==> config.mk <==
export PLATFORM = sky130hd
export DESIGN_NAME = overwriting_ring_buffer_top
export DESIGN_NICKNAME = d
export VERILOG_FILES = /design/src/rtl/core/orb_pkg.sv /design/src/rtl/core/overwriting_ring_buffer_top.sv
export SDC_FILE = /design/constraint.sdc
export NUM_CORES = 1
export LEC_CHECK = 0
export ABC_AREA = 0
export BUFFER_PORTS_ARGS = -buffer_cell sky130_fd_sc_hd__buf_2
export CAP_MARGIN = 20
export CORE_ASPECT_RATIO = 1.25
export CORE_MARGIN = 2
export CORE_UTILIZATION = 51
export DETAILED_ROUTE_END_ITERATION = 8
export HOLD_SLACK_MARGIN = 0.08
export PLACE_DENSITY = 0.79
export SYNTH_ARGS = -nofsm -noshare
export SYNTH_HDL_FRONTEND = slang
export SYNTH_SLANG_ARGS = --single-unit
==> constraint.sdc <==
create_clock -name clk -period 4.8 [get_ports clk]
set_input_delay 0.48 -clock clk [delete_from_list [all_inputs] [get_ports clk]]
set_output_delay 0.48 -clock clk [all_outputs]
set_load 0.02 [all_outputs]
==> src/rtl/core/orb_pkg.sv <==
package orb_pkg;

  localparam int DEPTH_DEF = 16;
  localparam int WIDTH_DEF = 32;

  localparam int OP_W  = 2;
  localparam int IDX_W = 4;
  localparam int CNT_W = 5;

  localparam int CAP_RESET = 16;
  localparam int CAP_LIMIT = 31;

  localparam logic [OP_W-1:0] OP_APPEND = 2'd0;
  localparam logic [OP_W-1:0] OP_READ   = 2'd1;
  localparam logic [OP_W-1:0] OP_WRITE  = 2'd2;
  localparam logic [OP_W-1:0] OP_CLEAR  = 2'd3;

  typedef logic [CNT_W-1:0] cnt_t;

endpackage

==> src/rtl/core/overwriting_ring_buffer_top.sv <==
// Overwriting ring buffer of up to min(DEPTH, 31) words of WIDTH bits. A
// request (append, read at index, write at index, clear) is taken on any
// cycle with start high; busy stays low, so one request per cycle is
// sustained. Each request gives exactly one result on the out_ ports in the
// next cycle, marked by out_strobe for that single cycle; the receiver
// cannot stall, so results must be captured when they appear. The result is
// registered: the slot store has a registered read port, which is read and
// written at the same edge as head and fill are updated. Writing cfg_capacity
// empties the buffer and must happen only while no result is pending.
module overwriting_ring_buffer_top
  import orb_pkg::*;
#(
  parameter int DEPTH = DEPTH_DEF,
  parameter int WIDTH = WIDTH_DEF
) (
  input  logic              clk,
  input  logic              rst_n,
  input  logic              start,
  output logic              busy,
  input  logic [OP_W-1:0]   in_operation,
  input  logic [IDX_W-1:0]  in_index,
  input  logic [WIDTH-1:0]  in_data,
  input  logic              cfg_we,
  input  logic [CNT_W-1:0]  cfg_capacity,
  output logic              out_strobe,
  output logic [WIDTH-1:0]  out_read_data,
  output logic              out_read_valid,
  output logic [WIDTH-1:0]  out_evicted_data,
  output logic              out_evicted_valid,
  output logic [CNT_W-1:0]  out_count,
  output logic              out_is_empty,
  output logic              out_index_error
);

  localparam int AW      = (DEPTH > 1) ? $clog2(DEPTH) : 1;
  localparam int CAP_MAX = (DEPTH < CAP_LIMIT) ? DEPTH : CAP_LIMIT;
  localparam int CAP_RST = (DEPTH < CAP_RESET) ? DEPTH : CAP_RESET;

  logic [WIDTH-1:0] mem [DEPTH];
  logic [WIDTH-1:0] rd_r;

  cnt_t cap_r, cap_nxt;
  cnt_t head_r, head_nxt;
  cnt_t fill_r, fill_nxt;

  logic accept;
  logic full;
  logic [CNT_W:0] app_sum, idx_sum;
  cnt_t app_pos, idx_pos;
  cnt_t pos;
  logic mem_we, mem_re;
  logic idx_in_fill, idx_in_cap;

  logic out_strobe_r, out_read_valid_r, out_evicted_valid_r, out_index_error_r;
  cnt_t out_count_r;

  function automatic cnt_t wrap(input logic [CNT_W:0] s, input cnt_t cap);
    logic [CNT_W:0] d;
    d = s - {1'b0, cap};
    return (s >= {1'b0, cap}) ? d[CNT_W-1:0] : s[CNT_W-1:0];
  endfunction

  assign busy   = 1'b0;
  assign accept = start && !busy;

  always_comb begin
    if (cfg_capacity == '0) begin
      cap_nxt = cnt_t'(1);
    end else if (cfg_capacity > cnt_t'(CAP_MAX)) begin
      cap_nxt = cnt_t'(CAP_MAX);
    end else begin
      cap_nxt = cfg_capacity;
    end
  end

  assign full        = (fill_r >= cap_r);
  assign app_sum     = {1'b0, head_r} + {1'b0, fill_r};
  assign idx_sum     = {1'b0, head_r} + (CNT_W+1)'(in_index);
  assign app_pos     = wrap(app_sum, cap_r);
  assign idx_pos     = wrap(idx_sum, cap_r);
  assign idx_in_fill = (cnt_t'(in_index) < fill_r);
  assign idx_in_cap  = (cnt_t'(in_index) < cap_r);

  always_comb begin
    head_nxt = head_r;
    fill_nxt = fill_r;
    pos      = idx_pos;
    mem_we   = 1'b0;
    mem_re   = 1'b0;
    if (accept) begin
      case (in_operation)
        OP_APPEND: begin
          pos    = app_pos;
          mem_we = 1'b1;
          if (full) begin
            mem_re   = 1'b1;
            head_nxt = wrap({1'b0, head_r} + (CNT_W+1)'(1), cap_r);
          end else begin
            fill_nxt = fill_r + cnt_t'(1);
          end
        end
        OP_READ: begin
          mem_re = idx_in_fill;
        end
        OP_WRITE: begin
          mem_we = idx_in_cap;
        end
        default: begin
          head_nxt = '0;
          fill_nxt = '0;
        end
      endcase
    end
  end

  always_ff @(posedge clk) begin
    if (mem_we) begin
      mem[AW'(pos)] <= in_data;
    end
    if (mem_re) begin
      rd_r <= mem[AW'(pos)];
    end
  end

  always_ff @(posedge clk) begin
    if (!rst_n) begin
      cap_r  <= cnt_t'(CAP_RST);
      head_r <= '0;
      fill_r <= '0;
    end else if (cfg_we) begin
      cap_r  <= cap_nxt;
      head_r <= '0;
      fill_r <= '0;
    end else begin
      head_r <= head_nxt;
      fill_r <= fill_nxt;
    end
  end

  always_ff @(posedge clk) begin
    if (!rst_n) begin
      out_strobe_r        <= 1'b0;
      out_read_valid_r    <= 1'b0;
      out_evicted_valid_r <= 1'b0;
      out_index_error_r   <= 1'b0;
      out_count_r         <= '0;
    end else begin
      out_strobe_r        <= accept;
      out_read_valid_r    <= accept && (in_operation == OP_READ) && idx_in_fill;
      out_evicted_valid_r <= accept && (in_operation == OP_APPEND) && full;
      out_index_error_r   <= accept && (in_operation == OP_WRITE) && !idx_in_cap;
      out_count_r         <= fill_nxt;
    end
  end

  assign out_strobe        = out_strobe_r;
  assign out_read_valid    = out_read_valid_r;
  assign out_read_data     = out_read_valid_r ? rd_r : '0;
  assign out_evicted_valid = out_evicted_valid_r;
  assign out_evicted_data  = out_evicted_valid_r ? rd_r : '0;
  assign out_count         = out_count_r;
  assign out_is_empty      = (out_count_r == '0);
  assign out_index_error   = out_index_error_r;

  a_one_result: assert property (@(posedge clk) disable iff (!rst_n)
    $past(rst_n) |-> (out_strobe_r == $past(accept)))
    else $error("result strobe does not follow request");

  a_fill_bound: assert property (@(posedge clk) disable iff (!rst_n)
    fill_r <= cap_r)
    else $error("fill exceeds capacity");

  a_head_bound: assert property (@(posedge clk) disable iff (!rst_n)
    head_r < cap_r)
    else $error("head outside capacity");

  a_evict_full: assert property (@(posedge clk) disable iff (!rst_n)
    $past(rst_n) && out_evicted_valid_r |-> ($past(fill_r) == $past(cap_r)))
    else $error("eviction without full buffer");

  a_flags_excl: assert property (@(posedge clk) disable iff (!rst_n)
    !(out_read_valid_r && (out_evicted_valid_r || out_index_error_r)))
    else $error("conflicting result flags");

endmodule
Word level (Yosys, flattened, before mapping)
Memories as Yosys holds them, arrays and structs flattened. A register that Yosys moved wholly into a read port is not among the register bits.
Index checks and enable logic that the tools add are counted.
{"block": "op_classes", "n_mux": 21, "reduce_logical": 13, "n_eq_ne": 3, "order_cmp": 7, "n_bitwise": 2, "add_sub_neg": 7}
{"cell": "$mux W32", "count": 2}
{"cell": "$mux W5", "count": 6}
{"cell": "$pmux W5 S2", "count": 2}
{"cell": "$ge A6 B5 Y1", "count": 3}
{"cell": "$mux W4", "count": 4}
{"cell": "$logic_not A5 Y1", "count": 2}
{"cell": "$lt A4 B5 Y1", "count": 2}
{"cell": "$sub A4 B4 Y4", "count": 2}
{"cell": "$add A5 B1 Y6 const B", "count": 1}
{"cell": "$add A5 B4 Y6", "count": 1}
{"cell": "$add A5 B5 Y6", "count": 1}
{"cell": "$logic_and A1 B1 Y1", "count": 6}
{"cell": "$add A5 B1 Y5 const B", "count": 1}
{"cell": "$ge A5 B5 Y1", "count": 1}
{"cell": "$gt A5 B5 Y1 const B", "count": 1}
{"cell": "$mux W1", "count": 5}
{"cell": "$sub A5 B5 Y5", "count": 1}
{"cell": "$pmux W1 S2", "count": 2}
{"cell": "$reduce_or A2 Y1", "count": 2}
{"cell": "$reduce_and A3 Y1", "count": 1}
{"cell": "$eq A2 B1 Y1 const B", "count": 1}
{"cell": "$eq A2 B2 Y1 const B", "count": 1}
{"cell": "$logic_not A2 Y1", "count": 1}
{"cell": "$ne A2 B2 Y1 const B", "count": 1}
{"cell": "other kinds (2)", "count": 3}
{"block": "totals", "mem_count": 1, "reg_bits": 24, "elab_cells": 62, "ramBits": 512, "out_inout_bits": 75}
{"name": "mem", "words": 16, "word_bits": 32, "read_ports": 1, "rd_ports_with_merged_regs": 1, "write_ports": 1, "line": "overwriting_ring_buffer_top.sv:39", "text": "logic [WIDTH-1:0] mem [DEPTH];"}

Depth between registers and ports, before layout
Gate-level depths: netlist (run 1).
{"block": "logic_depth", "depth_word": 5, "ltp_mapped": 19, "depth_no_buf": 16}

Least setup slack after synthesis (run 1)
No wires, ideal clock.
{"block": "synth_timing", "path_type": "reg-to-reg", "from": "reg head_r[0]", "to": "mem mem[0][0] (netlist bit) (enable)", "path_buffers": 3, "setup_slack_ns": -0.268, "required_ns": 4.379, "arrival_time_ns": 4.647, "stages_incl_launch_ff": 19, "cell_sequence": "dfxtp_1 > ha_1 > inv_1 > fa_1 > inv_1 > a21o_1 > a21oi_1 > xnor2_1 > ha_1 > a211oi_1 > o21ai_1 > or3_4 > o31ai_2 > a311o_1 > buf_4 > buf_2 > buf_4 > nand3_1 > nor2_1"}
{"block": "synth_between", "elab_chain_len": 5, "elab_cells_between_ends": 10, "classes_between": "add/sub (4); order compare (2); mux (4)"}
{"element": "start: declaration", "line": "overwriting_ring_buffer_top.sv:43", "text": "cnt_t head_r, head_nxt;"}
{"element": "start signal: assignment", "line": "overwriting_ring_buffer_top.sv:135", "text": "head_r <= head_nxt;"}
{"element": "$add A5 B4 Y6 or $add A5 B5 Y6 (tied branches)", "line": "overwriting_ring_buffer_top.sv:78, overwriting_ring_buffer_top.sv:77"}
{"element": "$ge A6 B5 Y1 or $sub A4 B4 Y4 (tied branches)", "line": "overwriting_ring_buffer_top.sv:60, overwriting_ring_buffer_top.sv:59"}
{"element": "$mux W4", "line": "overwriting_ring_buffer_top.sv:60", "text": "return (s >= {1'b0, cap}) ? d[CNT_W-1:0] : s[CNT_W-1:0];"}
{"element": "$mux W4", "line": "overwriting_ring_buffer_top.sv:91", "text": "case (in_operation)"}
{"element": "$mux W4 *", "line": "overwriting_ring_buffer_top.sv:90", "text": "if (accept) begin"}
{"element": "end: declaration", "line": "overwriting_ring_buffer_top.sv:39"}
Every way passes the cells marked *; elsewhere a longest branch is shown, timed or not.

Final worst setup path (run 1)
{"block": "layout_timing", "from": "reg head_r[0]", "to": "mem mem[4][13] (netlist bit) (enable)"}
Same word-level chain as after synthesis.

==> out/results.ini, run 1 <==
[cts]
clk_pin_slew_ns = 0.06
clkLatencyLatePin_ns = 0.58
root_buffer = clkbuf_16
ctsHtreeMaxLevel = 2
cts_tree = yes
cts_buffer_depth = 3
cts_resized = 0
hold_buffers = 0
cts_sinks = 568
post_cts_buffers = 0
cts_buffers = 50

[grt]
grt_pass1_wl_um = 87500
grt_max_degree = 97
use_met1_pct = 30.1
grt_pass1_vias = 15500
grt.met3_usage_pct = 3.79
grt_busiest_layer = met2
antenna_found_initial = 1
track_usage_pct = 23.5
use_met2_pct = 40.2
globalRouteOverflowTotal = 0

[detailed_routing]
first_pass_iters = 7
drt_iter0_markers = 1645
via_per_inst = 6.00
drc = 0
drt-total-wl_um = 57800
wl_per_cell_um = 21.7
ant_nets = 0
num_vias = 16000

[floorplan]
die-width_um = 198
start_util_pct = 51.7
dieArea_um2 = 48600
ioPinCount = 122
chipHeight_um = 246
row_count = 88
core_area_um2 = 46200

[cells_and_area]
fin_util_pct = 58.7
n_fill_cell = 3431
layout_common_cells = edfxtp_1, nand2_1, nand3_1, buf_2, nand4_1
area_growth_pct = 13.5
layout.cells.non_filler = 2661
drive_above_1_share_pct = 13.5
layout.nets = 2134
final_common_cell = edfxtp_1
stdcell_area_um2 = 27100

[yosys]
async_flop_share_pct = 0
synth_area_um2 = 23900
yosysWarnings = 0
synthFlopType = edfxtp_1
ys_ff_latch = 568
synth_edf_count = 544
synth_fp_nets = 2018
ys_types = 62
syn_avg_cell_area_um2 = 12.4
syn_inst = 1925
synth_seq_area_share_pct = 70.3

[power]
p_per_area_nw_per_um2 = 388
power.total_mw = 10.5
ir_drop_v = 0.000292
p_leak_nw = 9.90

[placement]
dp_hpwl_um = 34000
pre_cts_ws_ns = 0.306
io_buffers = 120
place_congestion = 0.859
dpl_cell_area_um2 = 25600
place_inst = 2574

[timing]
fin_skew_ns = 0.0207
setup_ws_ns = 0.299
clock.fmax_mhz = 222
hold_ws_ns = 0.125
rsz0062_at_grt = no
period_share_pct = 93.8
layout_min_cycle_time_ns = 4.50
maxSlewViolCount = 0
slew_headroom_pct = 34.0
hold_viol_final = 0
finalSetupViolCount = 0
fin_setup_tns_ns = 0
worstMarginPinSlew_ns = 0.979

[worst_setup_path]
criticalPathCategory = reg -> reg
cp-start-kind = flop
critPathMaxFanout = 16
reg2reg_depth = 16
worst_setup_path_end_kind = flop
worstPathArrival_ns = 4.75
crit_required_ns = 5.05

[flow_run]
maxCapViolCount = 0

[worst_hold_path]
hold_path.class = in -> reg
hold_depth = 2

[status]
status = finished, final reports clean

synth_stat cells, drive strengths merged (2+ instances only):
master | count | share of area, %
o311ai | 2 | 0.15
or3 | 2 | 0.073
nand4 | 67 | 1.8
dfxtp | 24 | 2.0
a211oi | 3 | 0.12
fa | 5 | 0.42
a21oi | 54 | 1.1
or4 | 2 | 0.063
o211ai | 2 | 0.063
and2 | 65 | 1.7
a211o | 32 | 1.2
edfxtp | 544 | 68
clkbuf | 64 | 1.0
a311o | 2 | 0.084
xnor2 | 10 | 0.37
nand3 | 269 | 5.6
nor2 | 44 | 0.70
mux2i | 9 | 0.43
ha | 41 | 2.1
nor4 | 3 | 0.10
nand2b | 8 | 0.21
a21o | 14 | 0.44
a32o | 2 | 0.084
o41ai | 2 | 0.073
o31a | 2 | 0.073
xor2 | 5 | 0.18
o21ai | 10 | 0.21
buf | 51 | 1.2
nor2b | 3 | 0.079
a21boi | 2 | 0.063
a2bb2oi | 4 | 0.15
nor3 | 4 | 0.084
a31oi | 3 | 0.079
inv | 31 | 0.49
and3 | 34 | 0.89
a311oi | 2 | 0.099
nand2 | 493 | 7.7
kinds of logic after synthesis:
logic type               after synthesis  share of synthesized area [%]
XOR/XNOR                              15                          0.550
adder cells (fa/ha/maj)               46                           2.56
buffers and inverters                146                           2.70
AND/OR/NAND/NOR                      996                           19.1
multiplexers                           9                          0.429
other                                  1                         0.0157
flip-flops                           568                           70.3
AO/OA/AOI/OAI                        144                           4.30
layout make-up:
type	count	area [um^2]	share of cell area [%]
Inverter	31	116	0.429
Antenna cell	2	5.00	0.0184
Multi-Input combinational cell	1211	6630	24.4
Clock buffer	55	1270	4.68
Clock inverter	30	240	0.885
Tap cell	585	732	2.70
Sequential cell	568	16800	62.0
Timing Repair Buffer	179	1330	4.91
state kept, by name, indices dropped and copies added, names as in the netlist:
| name | cells |
|---|---|
| rd_r | 32 |
| out_read_valid | 1 |
| out_index_error | 1 |
| out_count | 5 |
| out_strobe | 1 |
| cap_r | 5 |
| mem | 512 |
| out_evicted_valid | 1 |
| fill_r | 5 |
| head_r | 5 |
where the power goes:
group          leakage (nW)  internal (mW)  total [mW]  switching, mW
combinational          4.07          0.369        1.20          0.832
clock                 0.731           2.06        3.78           1.72
sequential             5.10           5.52        5.54         0.0221
critical path: stages, from the launching register on:
cell      delay, ns
dfxtp_1        0.48
ha_1           0.24
inv_1          0.06
fa_1           0.39
inv_1          0.07
a21o_1         0.11
a21oi_1        0.07
xnor2_1        0.13
ha_1           0.18
a211oi_1       0.22
o21ai_1        0.21
or3_4          0.40
o31ai_2        0.34
a311o_2        0.28
nand3_1        0.38
nor2_4         0.28
buf_4          0.31
path summary, 6_finish.rpt:
check / start / to / slack [ns]
max reg2reg: head_r[0] / mem[4][13] / 0.30
max: head_r[0] / mem[4][13] / 0.30
min reg2reg: cap_r[4] / out_index_error / 0.49
min: rst_n / cap_r[4] / 0.12
per-layer routing:
layer	vias up	share of wire, %
met5	-	0
met4	0	3.3
li1	7198	-
met2	786	51
met1	7859	38
met3	132	8.4
Power figures use the tool's default switching activity.
==> inputs of run 2 (changes only) <==
--- a/config.mk
+++ b/config.mk
@@ -14,6 +14,7 @@
 export DETAILED_ROUTE_END_ITERATION = 8
 export HOLD_SLACK_MARGIN = 0.08
 export PLACE_DENSITY = 0.79
+export REMOVE_ABC_BUFFERS = 1
 export SYNTH_ARGS = -nofsm -noshare
 export SYNTH_HDL_FRONTEND = slang
 export SYNTH_SLANG_ARGS = --single-unit
==> run 2 against run 1 <==
Compared with the run above:
- critical path depth is 1 higher
- die area is the same
- first-iteration DRC count is 2.0% lower
- clock power up 11%
- global-route usage grew 0.86 points
- critical endpoint is now mem[5][3]
- largest cell class unchanged
- highest routed layer is now met5
==> out/results.ini, run 2 (synthesis gave the netlist of run 1 again) <==
[status]
status = finished, final reports clean

[cells_and_area]
regMostFlops = mem
regArea_um2 = 16800
layout_common_cells = edfxtp_1, nand2_1, nand3_1, buf_2, nand4_1
area_growth_pct = 14.3
drive_above_1_share_pct = 14.0
largest_reg_flops = 512
reg.largest.list = mem x512, rd_r x32
layout.nets = 2140
final_common_cell = edfxtp_1
multi_input_area_um2 = 6630
n_fill_cell = 3443

[floorplan]
core_area_um2 = 46200
ioPinCount = 122
start_util_pct = 51.7
die-width_um = 198
chipHeight_um = 246
dieArea_um2 = 48600
row_count = 88

[grt]
grt_pass1_wl_um = 90200
globalRouteOverflowTotal = 0
grt_max_degree = 99
grt_pass1_vias = 15900
track_usage_pct = 24.4
antenna_found_initial = 2

[cts]
ctsHtreeMaxLevel = 2
cts_buffers = 53
clkLatencyLatePin_ns = 0.60
post_cts_buffers = 0
cts_tree = yes
cts_buffer_depth = 3
cts_sinks = 568
hold_buffers = 0
root_buffer = clkbuf_16
clk_pin_slew_ns = 0.06

[worst_hold_path]
hold_path.class = in -> reg

[timing]
fin_skew_ns = 0.0202
maxSlewViolCount = 0
setup_ws_ns = 0.224
clock.fmax_mhz = 219
layout_min_cycle_time_ns = 4.58
hold_viol_final = 0
fin_setup_tns_ns = 0
finalSetupViolCount = 0
worstMarginPinSlew_ns = 0.899
rsz0062_at_grt = no
period_share_pct = 95.3
slew_headroom_pct = 40.1

[worst_setup_path]
criticalPathCategory = reg -> reg
critPathMaxFanout = 20
worst_setup_path_end_kind = flop
rrSetupSlack_ns = 0.22
cp-start-kind = flop
crit_required_ns = 5.05
worstPathArrival_ns = 4.82

[detailed_routing]
num_vias = 16100
met2_wirelength_um = 29200
via_per_inst = 6.00
first_pass_iters = 5
met3_length_um = 5130
drc = 0
top_layer_used = met5
drt-total-wl_um = 59000
wl_per_cell_um = 22.0
ant_nets = 0
wl_met1_um = 21900
drt_iter0_markers = 1612

[placement]
place_congestion = 0.894
dp_hpwl_um = 34000
io_buffers = 120
pre_cts_ws_ns = 0.301

[power]
p_per_area_nw_per_um2 = 400
power.total_mw = 10.9
p_leak_nw = 10.0
ir_drop_v = 0.000301

[flow_run]
maxCapViolCount = 0

## run 2: cell types whose count changed in the layout (fill, tap and decap cells not counted), moves of 2 or more
cell       delta
buf_4         +7
buf_12        -4
bufinv_16     +3
clkbuf_1      +3
clkbuf_16     +3
clkinv_2      +3
inv_6         +2
## run 2: worst max-delay path, cell delays in order (launching register included)
cell	delay, ns
dfxtp_1	0.50
ha_1	0.24
inv_1	0.06
fa_1	0.40
inv_1	0.07
a21o_1	0.10
a21oi_1	0.07
xnor2_1	0.13
ha_1	0.17
a211oi_1	0.22
o21ai_1	0.13
buf_4	0.17
o311ai_1	0.31
o31ai_2	0.16
a311oi_4	0.43
nand3_1	0.46
nor2_4	0.21
buf_4	0.40
## run 2: power by group
group	total, mW	internal (mW)	switching, mW	leakage, nW
logic	1.18	0.356	0.828	4.06
clock network	4.20	2.37	1.84	0.844
registers	5.54	5.52	0.0221	5.10
## run 2: worst paths after layout
kind,from,end,depth (start not counted)
setup / recovery,head_r[0],mem[5][3],17
hold reg to reg,cap_r[4],out_index_error,1
setup reg to reg,head_r[0],mem[5][3],17
hold / removal,cfg_capacity[3],cap_r[3],3
## run 2: metrics by stage
step                      hold slack [ns]  utilization [%]  std cells  area [um^2]
final                               0.136             59.1       2679        27300
after CTS                           0.111             59.1       2676        27300
after floorplan                     0.443                -       1810        23400
after detailed placement            0.476             55.3       2577        25600
after global placement              0.472             55.3       2577        25600
after global routing                0.122             59.1       2677        27300
## run 2: routing by layer
layer	GRT usage, %	vias up
li1	-	7228
met1	31.1	7748
met2	40.8	894
met3	3.76	193
met4	12.1	2
met5	0	-
## run 2: repair_timing
item,4_1_cts,5_1_grt
gates resized for setup,0,1
setup endpoints to repair,0,20
hold endpoints to repair,0,0
## run 2: final cells by class
class                           instances  share of cell area [%]
Clock inverter                         38                    1.36
Multi-Input combinational cell       1211                    24.2
Sequential cell                       568                    61.5
Clock buffer                           61                    4.96
Antenna cell                            3                  0.0275
Tap cell                              585                    2.68
Timing Repair Buffer                  182                    4.77
Inverter                               31                   0.426
==> inputs of run 3 (changes only) <==
--- a/config.mk
+++ b/config.mk
@@ -8,11 +8,10 @@
 export ABC_AREA = 0
 export BUFFER_PORTS_ARGS = -buffer_cell sky130_fd_sc_hd__buf_2
 export CAP_MARGIN = 20
-export CORE_ASPECT_RATIO = 1.25
+export CORE_ASPECT_RATIO = 1.75
 export CORE_MARGIN = 2
 export CORE_UTILIZATION = 51
 export DETAILED_ROUTE_END_ITERATION = 8
-export HOLD_SLACK_MARGIN = 0.08
 export PLACE_DENSITY = 0.79
 export REMOVE_ABC_BUFFERS = 1
 export SYNTH_ARGS = -nofsm -noshare
==> run 3 against run 2 <==
Compared with the run above:
- worst setup slack gained 0.029 ns
- hold slack lost 0.00062 ns
- via count grew 0.95%
- power shrank 0.56%
- critical path type unchanged
- highest routed layer unchanged
==> out/results.ini, run 3 (synthesis gave the netlist of run 1 again) <==
[cts]
hold_buffers = 0
clk_pin_slew_ns = 0.07
clkLatencyLatePin_ns = 0.61
root_buffer = clkbuf_16
cts_buffer_depth = 3
post_cts_buffers = 0
cts_buffers = 50
cts_resized = 0
cts_sinks = 568
cts_tree = yes
ctsHtreeMaxLevel = 2

[cells_and_area]
reg.largest.list = mem x512, rd_r x32
final_common_cell = edfxtp_1
area_growth_pct = 14.1
largest_reg_flops = 512
n_fill_cell = 3409
fin_util_pct = 58.5
layout_common_cells = edfxtp_1, nand2_1, nand3_1, buf_2, nand4_1
regMostFlops = mem
drive_above_1_share_pct = 13.9
n_antenna_cell = 0
layout.nets = 2134

[detailed_routing]
drc = 0
via_per_inst = 6.08
wl_per_cell_um = 22.3
first_pass_iters = 8
ant_nets = 0
drt-total-wl_um = 59600
num_vias = 16200
drt_iter0_markers = 1903

[timing]
hold_ws_ns = 0.136
rsz0062_at_grt = no
worstMarginPinSlew_ns = 0.832
layout_min_cycle_time_ns = 4.55
maxSlewViolCount = 0
fin_skew_ns = 0.0345
finalSetupViolCount = 0
slew_headroom_pct = 44.6
fin_setup_tns_ns = 0
clock.fmax_mhz = 220
hold_viol_final = 0
setup_ws_ns = 0.253
period_share_pct = 94.7

[status]
status = finished, final reports clean

[grt]
antenna_found_initial = 2
grt_max_degree = 106
track_usage_pct = 24.4
globalRouteOverflowTotal = 0
grt_pass1_vias = 16300
grt_pass1_wl_um = 91900

[floorplan]
core_area_um2 = 46600
ioPinCount = 122
start_util_pct = 51.3
dieArea_um2 = 48700
die-width_um = 168
chipHeight_um = 290
row_count = 105

[worst_setup_path]
cp-start-kind = flop
worst_setup_path_end_kind = flop
criticalPathCategory = reg -> reg
critPathMaxFanout = 21
crit_required_ns = 5.05
worstPathArrival_ns = 4.79

[placement]
dp_hpwl_um = 35000
io_buffers = 120
pre_cts_ws_ns = 0.198
place_congestion = 0.862

[power]
power.total_mw = 10.9
p_per_area_nw_per_um2 = 398
ir_drop_v = 0.000280
p_leak_nw = 9.97

[worst_hold_path]
hold_path.class = in -> reg

[flow_run]
maxCapViolCount = 0

[run 3: cell count changes in the layout (fill, tap and decap cells not counted), moves of 2 or more]
cell | previous run | this run
buf_4 | 43 | 40
clkbuf_1 | 8 | 6
clkbuf_16 | 53 | 50
clkinv_1 | 12 | 7
clkinv_8 | 0 | 3
diode_2 | 3 | 0
[run 3: worst paths after layout]
path,to,depth (start not counted),start,slack [ns]
max reg2reg,mem[6][4],16,head_r[0],0.25
min reg2reg,out_index_error,1,cap_r[4],0.50
max,mem[6][4],16,head_r[0],0.25
min,cap_r[4],2,rst_n,0.14
[run 3: layout make-up]
| class | count | area [um^2] | area share [%] |
|---|---|---|---|
| Timing Repair Buffer | 179 | 1280 | 4.70 |
| Multi-Input combinational cell | 1211 | 6630 | 24.3 |
| Clock buffer | 56 | 1270 | 4.67 |
| Sequential cell | 568 | 16800 | 61.6 |
| Clock inverter | 36 | 432 | 1.58 |
| Inverter | 31 | 116 | 0.427 |
| Tap cell | 588 | 736 | 2.70 |
[run 3: power by group]
group / internal (mW) / switching, mW / total [mW]
clock network: 2.32 / 1.83 / 4.16
registers: 5.52 / 0.0231 / 5.54
logic: 0.350 / 0.819 / 1.17
[run 3: worst max-delay path: stages, from the launching register on]
cell and delay [ns]:
dfxtp_1 0.50, ha_1 0.25, inv_1 0.06, fa_1 0.39, inv_1 0.07, a21o_1 0.10
a21oi_1 0.08, xnor2_1 0.13, ha_1 0.18, a211oi_1 0.22, o21ai_1 0.13, buf_4 0.16
o31a_1 0.29, o311ai_4 0.58, nand3_1 0.47, nor2_4 0.21, buf_4 0.38
[run 3: per-layer routing]
layer / wire length, um / vias up / GRT usage [%]
met5: 20 / - / 0
met4: 2760 / 4 / 11.8
met3: 4140 / 193 / 2.85
met2: 31500 / 831 / 43.9
met1: 21100 / 7986 / 29.1
li1: - / 7204 / -
[run 3: through the flow]
step | instances | area [um^2]
4_1_cts | 2669 | 27300
3_5_place_dp | 2577 | 25600
5_1_grt | 2669 | 27300
6_report | 2669 | 27300
2_1_floorplan | 1810 | 23400
3_3_place_gp | 2577 | 25600
